$ cat config.mk
export PLATFORM = sky130hd
export DESIGN_NAME = weighted_set_expander_top
export DESIGN_NICKNAME = d
export VERILOG_FILES = /design/src/rtl/wse_pkg.sv /design/src/rtl/wse_ctrl.sv /design/src/rtl/wse_dp.sv /design/src/rtl/weighted_set_expander_top.sv
export VERILOG_INCLUDE_DIRS = /design/src /design/src/rtl
export SDC_FILE = /design/constraint.sdc
export NUM_CORES = 2
export LEC_CHECK = 0
export ABC_AREA = 1
export BUFFER_PORTS_ARGS = -buffer_cell sky130_fd_sc_hd__buf_4
export CORE_MARGIN = 2
export CORE_UTILIZATION = 60
export DETAILED_ROUTE_END_ITERATION = 8
export HOLD_SLACK_MARGIN = 0.08
export PLACE_DENSITY = 0.86
export SLEW_MARGIN = 20
export SYNTH_ARGS = -nofsm -noshare
export SYNTH_HDL_FRONTEND = slang
export SYNTH_SLANG_ARGS = --single-unit
$ cat constraint.sdc
create_clock -name clk_i -period 10.79 [get_ports clk_i]
set_clock_uncertainty 0.05 [all_clocks]
set_input_delay 3.237 -clock clk_i [delete_from_list [all_inputs] [get_ports clk_i]]
set_output_delay 3.237 -clock clk_i [all_outputs]
set_load 0.03 [all_outputs]
$ cat src/rtl/weighted_set_expander_top_macros.svh
// Assertion helpers used by wse_ctrl.
`ifndef WEIGHTED_SET_EXPANDER_TOP_MACROS_SVH
`define WEIGHTED_SET_EXPANDER_TOP_MACROS_SVH

// Property checked at every clock edge outside reset.
`define WSE_ASSERT(lbl, clk, rst_n, prop, msg) \
  lbl: assert property (@(posedge clk) disable iff (!rst_n) (prop)) else $error(msg);

// Consequent checked in the cycle after the antecedent holds.
`define WSE_ASSERT_NEXT(lbl, clk, rst_n, ante, cons, msg) \
  lbl: assert property (@(posedge clk) disable iff (!rst_n) (ante) |=> (cons)) else $error(msg);

`endif

$ cat src/rtl/wse_pkg.sv
package wse_pkg;

  localparam int FID_W      = 20;
  localparam int WHOLE_W    = 6;
  localparam int FRAC_W     = 32;
  localparam int ID_W       = 41;
  localparam int SCALE_W    = 17;
  localparam int SEED_W     = 6;
  localparam int CFG_IDX_W  = 1;
  localparam int CFG_DATA_W = 17;
  localparam int PROD_W     = FID_W + 1 + SCALE_W;
  localparam int STEP_W     = 8;

  localparam int MAX_COPIES_DEF = 63;

  localparam logic [SCALE_W-1:0] SCALE_RST = 17'd1000;
  localparam logic [SEED_W-1:0]  SEED_RST  = 6'd1;

  localparam logic [CFG_IDX_W-1:0] CFG_SCALE = 1'b0;
  localparam logic [CFG_IDX_W-1:0] CFG_SEED  = 1'b1;

  // Generator constants.
  localparam int          MT_MID      = 156;
  localparam logic [63:0] MT_MATRIX   = 64'hB5026F5AA96619E9;
  localparam logic [63:0] MT_UPPER    = 64'hFFFFFFFF80000000;
  localparam logic [63:0] MT_LOWER    = 64'h000000007FFFFFFF;
  localparam logic [63:0] MT_INIT_MUL = 64'd6364136223846793005;

  typedef enum logic [2:0] {
    ST_IDLE,
    ST_MUL,
    ST_ADD,
    ST_DRAW,
    ST_EMIT
  } state_e;

  typedef struct packed {
    logic load;
    logic mul_en;
    logic add_en;
    logic draw_en;
    logic emit;
  } cmd_t;

  typedef struct packed {
    logic step_last;
    logic slot_free;
    logic emit_last;
  } sts_t;

  // Twist of word 0 followed by tempering; cur is state word MT_MID.
  function automatic logic [63:0] mt_temper(input logic [63:0] x0,
                                            input logic [63:0] x1,
                                            input logic [63:0] cur);
    logic [63:0] y;
    y = (x0 & MT_UPPER) | (x1 & MT_LOWER);
    y = cur ^ (y >> 1) ^ (y[0] ? MT_MATRIX : 64'd0);
    y = y ^ ((y >> 29) & 64'h5555555555555555);
    y = y ^ ((y << 17) & 64'h71D67FFFEDA60000);
    y = y ^ ((y << 37) & 64'hFFF7EEE000000000);
    y = y ^ (y >> 43);
    return y;
  endfunction

endpackage

$ cat src/rtl/wse_ctrl.sv
`include "weighted_set_expander_top_macros.svh"

module wse_ctrl (
  input  logic          clk_i,
  input  logic          rst_ni,
  input  logic          in_valid_i,
  output logic          in_ready_o,
  input  wse_pkg::sts_t sts_i,
  output wse_pkg::cmd_t cmd_o
);
  import wse_pkg::*;

  state_e state_q, state_d;

  always_ff @(posedge clk_i or negedge rst_ni) begin
    if (!rst_ni) begin
      state_q <= ST_IDLE;
    end else begin
      state_q <= state_d;
    end
  end

  always_comb begin
    state_d = state_q;
    unique case (state_q)
      ST_IDLE: begin
        if (in_valid_i) state_d = ST_MUL;
      end
      ST_MUL:  state_d = ST_ADD;
      ST_ADD: begin
        if (sts_i.step_last) state_d = ST_DRAW;
        else state_d = ST_MUL;
      end
      ST_DRAW: state_d = ST_EMIT;
      ST_EMIT: begin
        if (sts_i.slot_free && sts_i.emit_last) state_d = ST_IDLE;
      end
      default: state_d = ST_IDLE;
    endcase
  end

  always_comb begin
    cmd_o      = '0;
    in_ready_o = 1'b0;
    unique case (state_q)
      ST_IDLE: begin
        in_ready_o  = 1'b1;
        cmd_o.load  = in_valid_i;
      end
      ST_MUL:  cmd_o.mul_en  = 1'b1;
      ST_ADD:  cmd_o.add_en  = 1'b1;
      ST_DRAW: cmd_o.draw_en = 1'b1;
      ST_EMIT: cmd_o.emit    = sts_i.slot_free;
      default: cmd_o = '0;
    endcase
  end

  `WSE_ASSERT(a_emit_needs_slot, clk_i, rst_ni, !cmd_o.emit || sts_i.slot_free, "emit into a full output register")
  `WSE_ASSERT_NEXT(a_load_starts_gen, clk_i, rst_ni, in_valid_i && in_ready_o, state_q == ST_MUL, "accepted beat did not start the generator")
  `WSE_ASSERT_NEXT(a_last_emit_idle, clk_i, rst_ni, cmd_o.emit && sts_i.emit_last, state_q == ST_IDLE, "final result did not return to idle")

endmodule

$ cat src/rtl/wse_dp.sv
module wse_dp #(
  parameter int MaxCopies = wse_pkg::MAX_COPIES_DEF
) (
  input  logic                           clk_i,
  input  logic                           rst_ni,
  input  wse_pkg::cmd_t                  cmd_i,
  output wse_pkg::sts_t                  sts_o,
  input  logic [wse_pkg::FID_W-1:0]      feature_id_i,
  input  logic [wse_pkg::WHOLE_W-1:0]    weight_whole_i,
  input  logic [wse_pkg::FRAC_W-1:0]     weight_frac_i,
  input  logic                           last_feature_i,
  input  logic [wse_pkg::SCALE_W-1:0]    scale_i,
  input  logic [wse_pkg::SEED_W-1:0]     seed_i,
  input  logic                           out_ready_i,
  output logic                           out_valid_o,
  output logic [wse_pkg::ID_W-1:0]       expanded_id_o,
  output logic                           copy_valid_o,
  output logic                           last_of_run_o,
  output logic                           set_done_o
);
  import wse_pkg::*;

  localparam int KW = $clog2(MaxCopies + 2);

  // Captured feature.
  logic [FID_W-1:0]  fid_q;
  logic [KW-1:0]     whole_q;
  logic [FRAC_W-1:0] frac_q;
  logic              last_q;

  // Generator state.
  logic [63:0]       x0_q, x1_q, prev_q, prev_d, mix, gseed, draw;
  logic [63:0]       pll_q;
  logic [31:0]       plh_q, phl_q;
  logic [STEP_W-1:0] step_q;
  logic              pass;

  // Emission.
  logic [PROD_W-1:0] prod_q;
  logic [ID_W-1:0]   base_q;
  logic [KW-1:0]     nres_q, k_q, whole_cap;
  logic              marker, emit_last;
  logic              out_valid_q, copy_q, lor_q, done_q;
  logic [ID_W-1:0]   id_q;

  assign gseed = (seed_i == '0) ? 64'(feature_id_i >> 1)
                                : (64'(feature_id_i) << (seed_i - SEED_W'(1)));
  assign whole_cap = (32'(weight_whole_i) > 32'(MaxCopies)) ? KW'(MaxCopies)
                                                             : KW'(weight_whole_i);

  assign mix    = prev_q ^ (prev_q >> 62);
  // Low 64 bits of the product from three 32-bit partial products, plus the step index.
  assign prev_d = pll_q + {plh_q + phl_q, 32'd0} + 64'(step_q);

  assign draw = mt_temper(x0_q, x1_q, prev_q);
  assign pass = draw[63:32] < frac_q;

  assign marker    = (nres_q == '0);
  assign emit_last = marker || ((k_q + KW'(1)) == nres_q);

  assign sts_o.step_last = (step_q == STEP_W'(MT_MID));
  assign sts_o.slot_free = !out_valid_q || out_ready_i;
  assign sts_o.emit_last = emit_last;

  always_ff @(posedge clk_i or negedge rst_ni) begin
    if (!rst_ni) begin
      out_valid_q <= 1'b0;
      step_q      <= '0;
      k_q         <= '0;
    end else begin
      if (cmd_i.load) step_q <= STEP_W'(1);
      else if (cmd_i.add_en) step_q <= step_q + STEP_W'(1);
      if (cmd_i.draw_en) k_q <= '0;
      else if (cmd_i.emit) k_q <= k_q + KW'(1);
      if (cmd_i.emit) out_valid_q <= 1'b1;
      else if (out_ready_i) out_valid_q <= 1'b0;
    end
  end

  always_ff @(posedge clk_i) begin
    if (cmd_i.load) begin
      fid_q   <= feature_id_i;
      whole_q <= whole_cap;
      frac_q  <= weight_frac_i;
      last_q  <= last_feature_i;
      x0_q    <= gseed;
      prev_q  <= gseed;
    end
    if (cmd_i.mul_en) begin
      pll_q  <= 64'(mix[31:0]) * 64'(MT_INIT_MUL[31:0]);
      plh_q  <= mix[31:0] * MT_INIT_MUL[63:32];
      phl_q  <= mix[63:32] * MT_INIT_MUL[31:0];
      prod_q <= PROD_W'(PROD_W'(fid_q) + PROD_W'(1)) * PROD_W'(scale_i);
    end
    if (cmd_i.add_en) begin
      prev_q <= prev_d;
      if (step_q == STEP_W'(1)) x1_q <= prev_d;
    end
    if (cmd_i.draw_en) begin
      base_q <= ID_W'({prod_q, 3'b000}) + ID_W'({prod_q, 1'b0});
      nres_q <= whole_q + KW'(pass);
    end
    if (cmd_i.emit) begin
      id_q   <= marker ? '0 : base_q + ID_W'(k_q);
      copy_q <= !marker;
      lor_q  <= emit_last;
      done_q <= emit_last && last_q;
    end
  end

  assign out_valid_o   = out_valid_q;
  assign expanded_id_o = id_q;
  assign copy_valid_o  = copy_q;
  assign last_of_run_o = lor_q;
  assign set_done_o    = done_q;

endmodule

$ cat src/rtl/weighted_set_expander_top.sv
// An item runs the generator's seeding steps (a multiply state and an add state per seeding
// step), one draw state and then one result per cycle while the output register is free:
// the block takes the next item after its last result is written, with n results per item
// (n from 1 to MaxCopies + 1, that is 1 to 64 by default).
// Reset (rst_ni low, asynchronous) empties the output register, idles the controller
// and sets scale to 1000 and seed to 1.
module weighted_set_expander_top #(
  parameter int MaxCopies = wse_pkg::MAX_COPIES_DEF
) (
  input  logic                           clk_i,
  input  logic                           rst_ni,
  input  logic                           cfg_we_i,
  input  logic [wse_pkg::CFG_IDX_W-1:0]  cfg_index_i,
  input  logic [wse_pkg::CFG_DATA_W-1:0] cfg_wdata_i,
  input  logic                           in_valid_i,
  output logic                           in_ready_o,
  input  logic [wse_pkg::FID_W-1:0]      feature_id_i,
  input  logic [wse_pkg::WHOLE_W-1:0]    weight_whole_i,
  input  logic [wse_pkg::FRAC_W-1:0]     weight_frac_i,
  input  logic                           last_feature_i,
  output logic                           out_valid_o,
  input  logic                           out_ready_i,
  output logic [wse_pkg::ID_W-1:0]       expanded_id_o,
  output logic                           copy_valid_o,
  output logic                           last_of_run_o,
  output logic                           set_done_o
);
  import wse_pkg::*;

  logic [SCALE_W-1:0] scale_q;
  logic [SEED_W-1:0]  seed_q;
  cmd_t               cmd;
  sts_t               sts;

  always_ff @(posedge clk_i or negedge rst_ni) begin
    if (!rst_ni) begin
      scale_q <= SCALE_RST;
      seed_q  <= SEED_RST;
    end else if (cfg_we_i) begin
      unique case (cfg_index_i)
        CFG_SCALE: scale_q <= cfg_wdata_i[SCALE_W-1:0];
        CFG_SEED:  seed_q  <= cfg_wdata_i[SEED_W-1:0];
        default:   ;
      endcase
    end
  end

  wse_ctrl u_ctrl (
    .clk_i      (clk_i),
    .rst_ni     (rst_ni),
    .in_valid_i (in_valid_i),
    .in_ready_o (in_ready_o),
    .sts_i      (sts),
    .cmd_o      (cmd)
  );

  wse_dp #(
    .MaxCopies (MaxCopies)
  ) u_dp (
    .clk_i          (clk_i),
    .rst_ni         (rst_ni),
    .cmd_i          (cmd),
    .sts_o          (sts),
    .feature_id_i   (feature_id_i),
    .weight_whole_i (weight_whole_i),
    .weight_frac_i  (weight_frac_i),
    .last_feature_i (last_feature_i),
    .scale_i        (scale_q),
    .seed_i         (seed_q),
    .out_ready_i    (out_ready_i),
    .out_valid_o    (out_valid_o),
    .expanded_id_o  (expanded_id_o),
    .copy_valid_o   (copy_valid_o),
    .last_of_run_o  (last_of_run_o),
    .set_done_o     (set_done_o)
  );

endmodule
Word level (Yosys, flattened, before mapping):

Cells that the tools add are included.

* bits in latches: 0
* input bits: 82
* memories kept: 0
* ROM bits: 0
* RAM bits: 0
* logic and storage cells: 93
* flip-flop bits (word level): 517

* reduce and logical (&&, ||, !) cells: 16
* $add $sub $neg: 10
* shifts and indexed selects: 1
* div/mod/pow operators: 0
* multiply operators: 4
* eq/ne operators: 9
* bitwise gates (word level): 9
* magnitude comparators: 1
* multiplexer cells: 20

Operators by type and width (count)
* 64-bit 2-to-1 mux: 4
* 64-bit by 63-bit XOR with 64-bit output: 2
* 64-bit XOR: 2
* 63-bit by 64-bit adder with 64-bit output: 1
* 64-bit by 8-bit adder with 64-bit output: 1
* 32-bit by 31-bit multiplier with 32-bit output, second input constant: 2
* 64-bit by 31-bit OR with 64-bit output: 1
* 20-bit by 6-bit left shift with 64-bit output: 1
* 64-bit by 2-bit XOR with 64-bit output: 1
* 64-bit by 21-bit XOR with 64-bit output: 1
* 64-bit by 35-bit XOR with 64-bit output: 1
* 32-bit by 31-bit multiplier with 63-bit output, second input constant: 1
* 41-bit by 39-bit adder with 41-bit output: 1
* 41-bit by 7-bit adder with 41-bit output: 1
* 38-bit by 17-bit multiplier with 38-bit output: 1
* 32-bit adder: 1
* 32-bit less-than comparator: 1
* 20-bit by 1-bit adder with 21-bit output, second input constant: 1
* 8-bit 2-to-1 mux: 2
* 3-bit case mux with 5 select lines: 1
* 7-bit 2-to-1 mux: 2
* 8-bit by 1-bit adder with 8-bit output, second input constant: 1
* 8-bit by 1-bit == test with 1-bit output, second input constant: 1
* 8-bit == test, second input constant: 1
* 21 further kinds: 38

Longest topological paths before layout:

* word-level depth: 9
* gate-level depth with buffers: 37

Modules after synthesis:

A second synthesis with hierarchy kept.

* cell total of the unflattened synthesis: 8488
* area total of the unflattened synthesis: 75667.6 µm²

By module, submodules not included
* wse_dp: area each 74450.2 µm², times used 1, cells an instance 8360, sequential area each 13372.8 µm²
* weighted_set_expander_top: area each 1033.5 µm², times used 1, cells an instance 101, sequential area each 584.3 µm²
* wse_ctrl: area each 183.9 µm², times used 1, cells an instance 27, sequential area each 75.1 µm²

Worst setup path after synthesis:

No wires, ideal clock.

* kind: input to register
* start point: in in_valid_i
* end point: reg u_dp.prev_q[0], enable pin
* data required time: 10.321 ns
* buffers on the path: 0
* stages: 4
* arrival time: 8.871 ns
* library setup time: 0.419 ns
* setup slack: 1.449 ns
* path through: inv_1 nor2_1 nor2_1 inv_1

RTL lines
* from (decl): RTL line weighted_set_expander_top.sv:15 `input logic in_valid_i,`
* to (signal assigned): RTL line wse_dp.sv:87 `prev_q <= gseed;`
* to (signal assigned): RTL line wse_dp.sv:96 `prev_q <= prev_d;`
* to (decl): RTL line wse_dp.sv:32 `logic [63:0] x0_q, x1_q, prev_q, prev_d, mix, gseed, draw;`

Worst setup path after layout:

* start point: reg u_dp.prev_q[18]
* end point: reg u_dp.pll_q[61], data pin

* word-level cells in the longest chain between the ends: 2

RTL lines
* 64-bit by 2-bit XOR with 64-bit output: RTL line wse_dp.sv:51 `assign mix = prev_q ^ (prev_q >> 62);`
* 32-bit by 31-bit multiplier with 63-bit output: RTL line wse_dp.sv:90 `pll_q <= 64'(mix[31:0]) * 64'(MT_INIT_MUL[31:0]);`
* to (signal assigned): RTL line wse_dp.sv:90
* to (decl): RTL line wse_dp.sv:33 `logic [63:0] pll_q;`

Every way passes these cells.
A chain may end at the register's enable or synchronous reset.

==> results.md <==
Run:
- The count of maximum capacitance violations is 0.

Clocking:
- The clock tree from TritonCTS is yes.
- The clock input transition at the sequential cells of the worst setup and hold paths is 70 ps.
- The clock tree synthesis step divided the H-tree into 2 levels.
- The post-CTS setup repair buffer count is 0.
- At the later pin of the worst-skew pair, clock insertion delay measures 700 ps.
- The count of instances resized after the clock tree is built is 0.
- Clock tree synthesis selected as its root buffer the cell clkbuf_16.
- The number of buffers between clock root and the deepest sink is 3.
- The total CTS buffers is between 50 and 60.
- The number of hold buffers added after CTS was 0.
- Counting every sink on the clock net gives 474.

Floorplanning:
- The area of the core is 125000 um^2.
- The initial utilization of the core area, before any placement, comes to 0.603.
- The die height is 359 um.
- The floorplan has between 100 and 150 rows.
- In this run the horizontal extent of the chip is 359 um.
- During I/O placement, the number of pins put on the boundary was 128.
- The die outline area is 129000 um^2.

Synthesis:
- The register area share after synthesis is 0.186.
- The proportion of synthesized flip-flops having asynchronous set or reset is 0.0886.
- The top cell type's share of synthesized area is 0.291.
- Ranked by total cell area, the synthesized netlist is headed by fa_1 (29%), edfxtp_1 (17%), ha_1 (16%).
- The total of flip-flops plus latches after synthesis is 474.
- The Yosys step of the flow raised 0 warnings.
- The commonest cells after synthesis are inv_1 (2178), nand2_1 (1260), fa_1 (1098), ha_1 (949), nor2_1 (551).
- Dividing the synthesized area by the synthesized cell count gives 8.89 um^2.
- Synthesis produced a netlist whose cell count is 8500.
- The post-synth net total is around 11000.
- The count of distinct cell types in the synthesized netlist is 76.
- The cell accounting for the most synthesized area is fa_1.
- Yosys instantiated no cell more often than inv_1.
- The area of the mapped netlist is 75600 um^2.
- The count of flip-flops with a built-in enable after synthesis is 432.
- The most used flip-flop cell after synthesis is edfxtp_1.

STA:
- The worst path in the final design needs a cycle of ~8400 ps, including I/O delays and setup.
- The transition time of the tightest slew-check pin is 1300 ps.
- Setup violations remaining at the end of the flow were counted as 0.
- Setup repair after global routing left no endpoint under its margin.
- The max-slew violation count is 0.
- Setup total negative slack on the finished layout was measured at 0 ps.
- The headroom to the max-slew limit is 0.136.
- Based on the critical path, the design can be clocked at up to 119 MHz.
- The final count of hold timing violations came to 0.
- The final critical-path share of the clock period is 0.782.

Worst hold path:
- The worst hold path belongs to the class flip-flop to flip-flop.
- The startpoint of the lowest-slack hold path is u_dp.prod_q[0].

Drt:
- Dividing the detail-routed via count by the number of cells gives roughly 5.8.
- The count of TritonRoute iterations in the first routing pass is 7.
- In the routed design, unresolved DRC markers number 0.
- After detailed routing, the total wire length is 260000 um.
- Once detail routing completed, the nets flagged for antenna violations numbered 0.
- The routed layout has 60000 vias.
- The initial detailed-routing violation count is 6552.
- In the final routed layout, each cell accounts on average for 25.2 um.

GRT:
- The maximum number of pins on one net before global-route repair is about 160.
- The via count of the first global-routing pass is ~62000.
- The first global-routing pass estimated 388000 um of wire.
- The overall overflow remaining after global route is 0.
- The initial antenna violation count is 4.
- The total routing resource utilization after global routing is 0.408.

Critical path:
- Together, buffers and inverters on the worst path number 7.
- Among all stages on the critical path, the largest delay is contributed by edfxtp_1.
- The worst-path maximum fanout is 11.
- The worst setup path is captured at a flip-flop.
- The peak per-stage delay on the critical path is 1150 ps.
- The origin of the critical flop-to-flop path is u_dp.prev_q[18].
- The critical path's most frequent cell is fa_1.
- The required time of the worst setup path is ~11000 ps.
- Tracing the worst setup path back leads to its startpoint at u_dp.prev_q[18].
- The family of cells with the greatest summed delay on the critical path is adder cells.
- Data arrives at the worst endpoint at 8810 ps.
- The startpoint-to-endpoint class of the critical path is flip-flop to flip-flop.
- The sort of element at the start of the critical path is a flip-flop.

Place:
- Port buffering added 127 buffers.
- After legalization and detailed placement, the total HPWL measured approximately 220000 um.
- The final weighted congestion in routability-driven placement is around 1.1.

Layout:
- In the final layout, the share of cells above drive strength 1 is 0.0437.
- After the last flow step, the layout net total stands at 10800.
- The area growth from synthesis to layout is 6.51%.

Outcome:
- The flow ran to the end, and the final reports show no timing, DRC or antenna violations.
-- metal layers --
metal	part of all wire	wire [um]	track usage
met2	0.43	113000	0.619
met3	0.11	27500	0.0982
met4	0.062	16000	0.208
met5	0.000031	8	0
met1	0.40	104000	0.547
-- cells in the final DEF (no fill, tap or decap), types with 8 or more instances in the layout --
cell type / instances
nand2_1: 1260
o21ai_0: 276
clkbuf_16: 54
a21oi_1: 355
xnor2_1: 187
o21bai_1: 29
o221ai_1: 13
inv_2: 11
clkinv_2: 10
nand4_1: 57
o22ai_1: 8
or2_2: 30
o21a_1: 19
o211ai_1: 18
nor2_2: 10
nand3_1: 211
nand3b_1: 11
buf_4: 183
a21o_1: 39
o21ai_1: 31
xor2_1: 266
fa_1: 1098
and3_1: 8
nor3b_1: 9
edfxtp_1: 432
dfrtp_1: 35
nor4_1: 36
inv_1: 2176
a31oi_1: 58
ha_1: 949
clkinv_1: 18
o31ai_1: 8
nor2_1: 547
nor3_1: 86
-- final timing paths --
check | to | slack [ps] | cells after the start
setup / recovery | u_dp.pll_q[61] | 2350 | 27
hold / removal | u_dp.base_q[1] | 500 | 0
setup reg to reg | u_dp.pll_q[61] | 2350 | 27
hold reg to reg | u_dp.base_q[1] | 500 | 0
max in group asynchronous | scale_q[16] | 7570 | 1
min in group asynchronous | u_dp.out_valid_o | 2530 | 1
-- through the flow --
step,hold slack (ps),utilization,instance area (um^2),worst slack (ps),instances
global route,504,0.642,80500,2070,10300
floorplan,383,-,75600,1450,8500
finish,501,0.642,80500,2350,10300
detailed placement,490,0.627,78700,2540,10200
global placement,470,0.627,78600,2550,10200
CTS,491,0.642,80500,2520,10300
-- final cells by class --
type / instances / area [um^2]
inverter: 2199 / 8270
tap: 1650 / 2060
antenna: 1 / 2.50
fill: 10600 / 44900
multi-input combinational: 5728 / 52900
timing repair buffer: 184 / 1390
clock buffer: 60 / 1370
clock inverter: 41 / 490
sequential: 474 / 14000
-- flip-flops by register name, indices dropped and copies added (netlist names), 6 cells and up --
name,count
u_dp.prev_q,64
u_dp.pll_q,55
u_dp.expanded_id_o,41
u_dp.base_q,40
u_dp.prod_q,38
u_dp.frac_q,32
u_dp.phl_q,32
u_dp.plh_q,32
u_dp.x0_q,32
u_dp.x1_q,29
u_dp.fid_q,20
scale_q,17
u_dp.step_q,8
u_dp.k_q,7
u_dp.nres_q,7
seed_q,6
u_dp.whole_q,6
-- worst reg2reg max path, stage by stage (launching register included) --
cell and delay, ps:
edfxtp_1 1150, inv_1 450, fa_1 630, inv_1 50, fa_1 500, fa_1 550, inv_1 50, fa_1 500
inv_1 60, fa_1 530, inv_1 50, fa_1 480, inv_1 50, fa_1 520, fa_1 430, ha_1 540
nand2_1 170, nor2_1 260, inv_1 100, nor2_1 190, and3_1 210, nand3_1 90, nand3_1 180, nand2_1 90
nand2_1 100, nand2_1 60, nand2_1 70, xor2_1 70
-- cell families after synthesis --
kind of cell             Yosys count  share of synthesized area
multiplexers                       5                   0.000662
XOR/XNOR                         462                     0.0543
buffers and inverters           2298                      0.115
AND/OR/NAND/NOR                 2303                      0.127
flip-flops                       474                      0.186
adder cells (fa/ha/maj)         2047                      0.448
AO/OA/AOI/OAI                    911                     0.0687
Power is not shown: default switching activity piles up to over one toggle a cycle in this logic, so the estimate is an artifact.
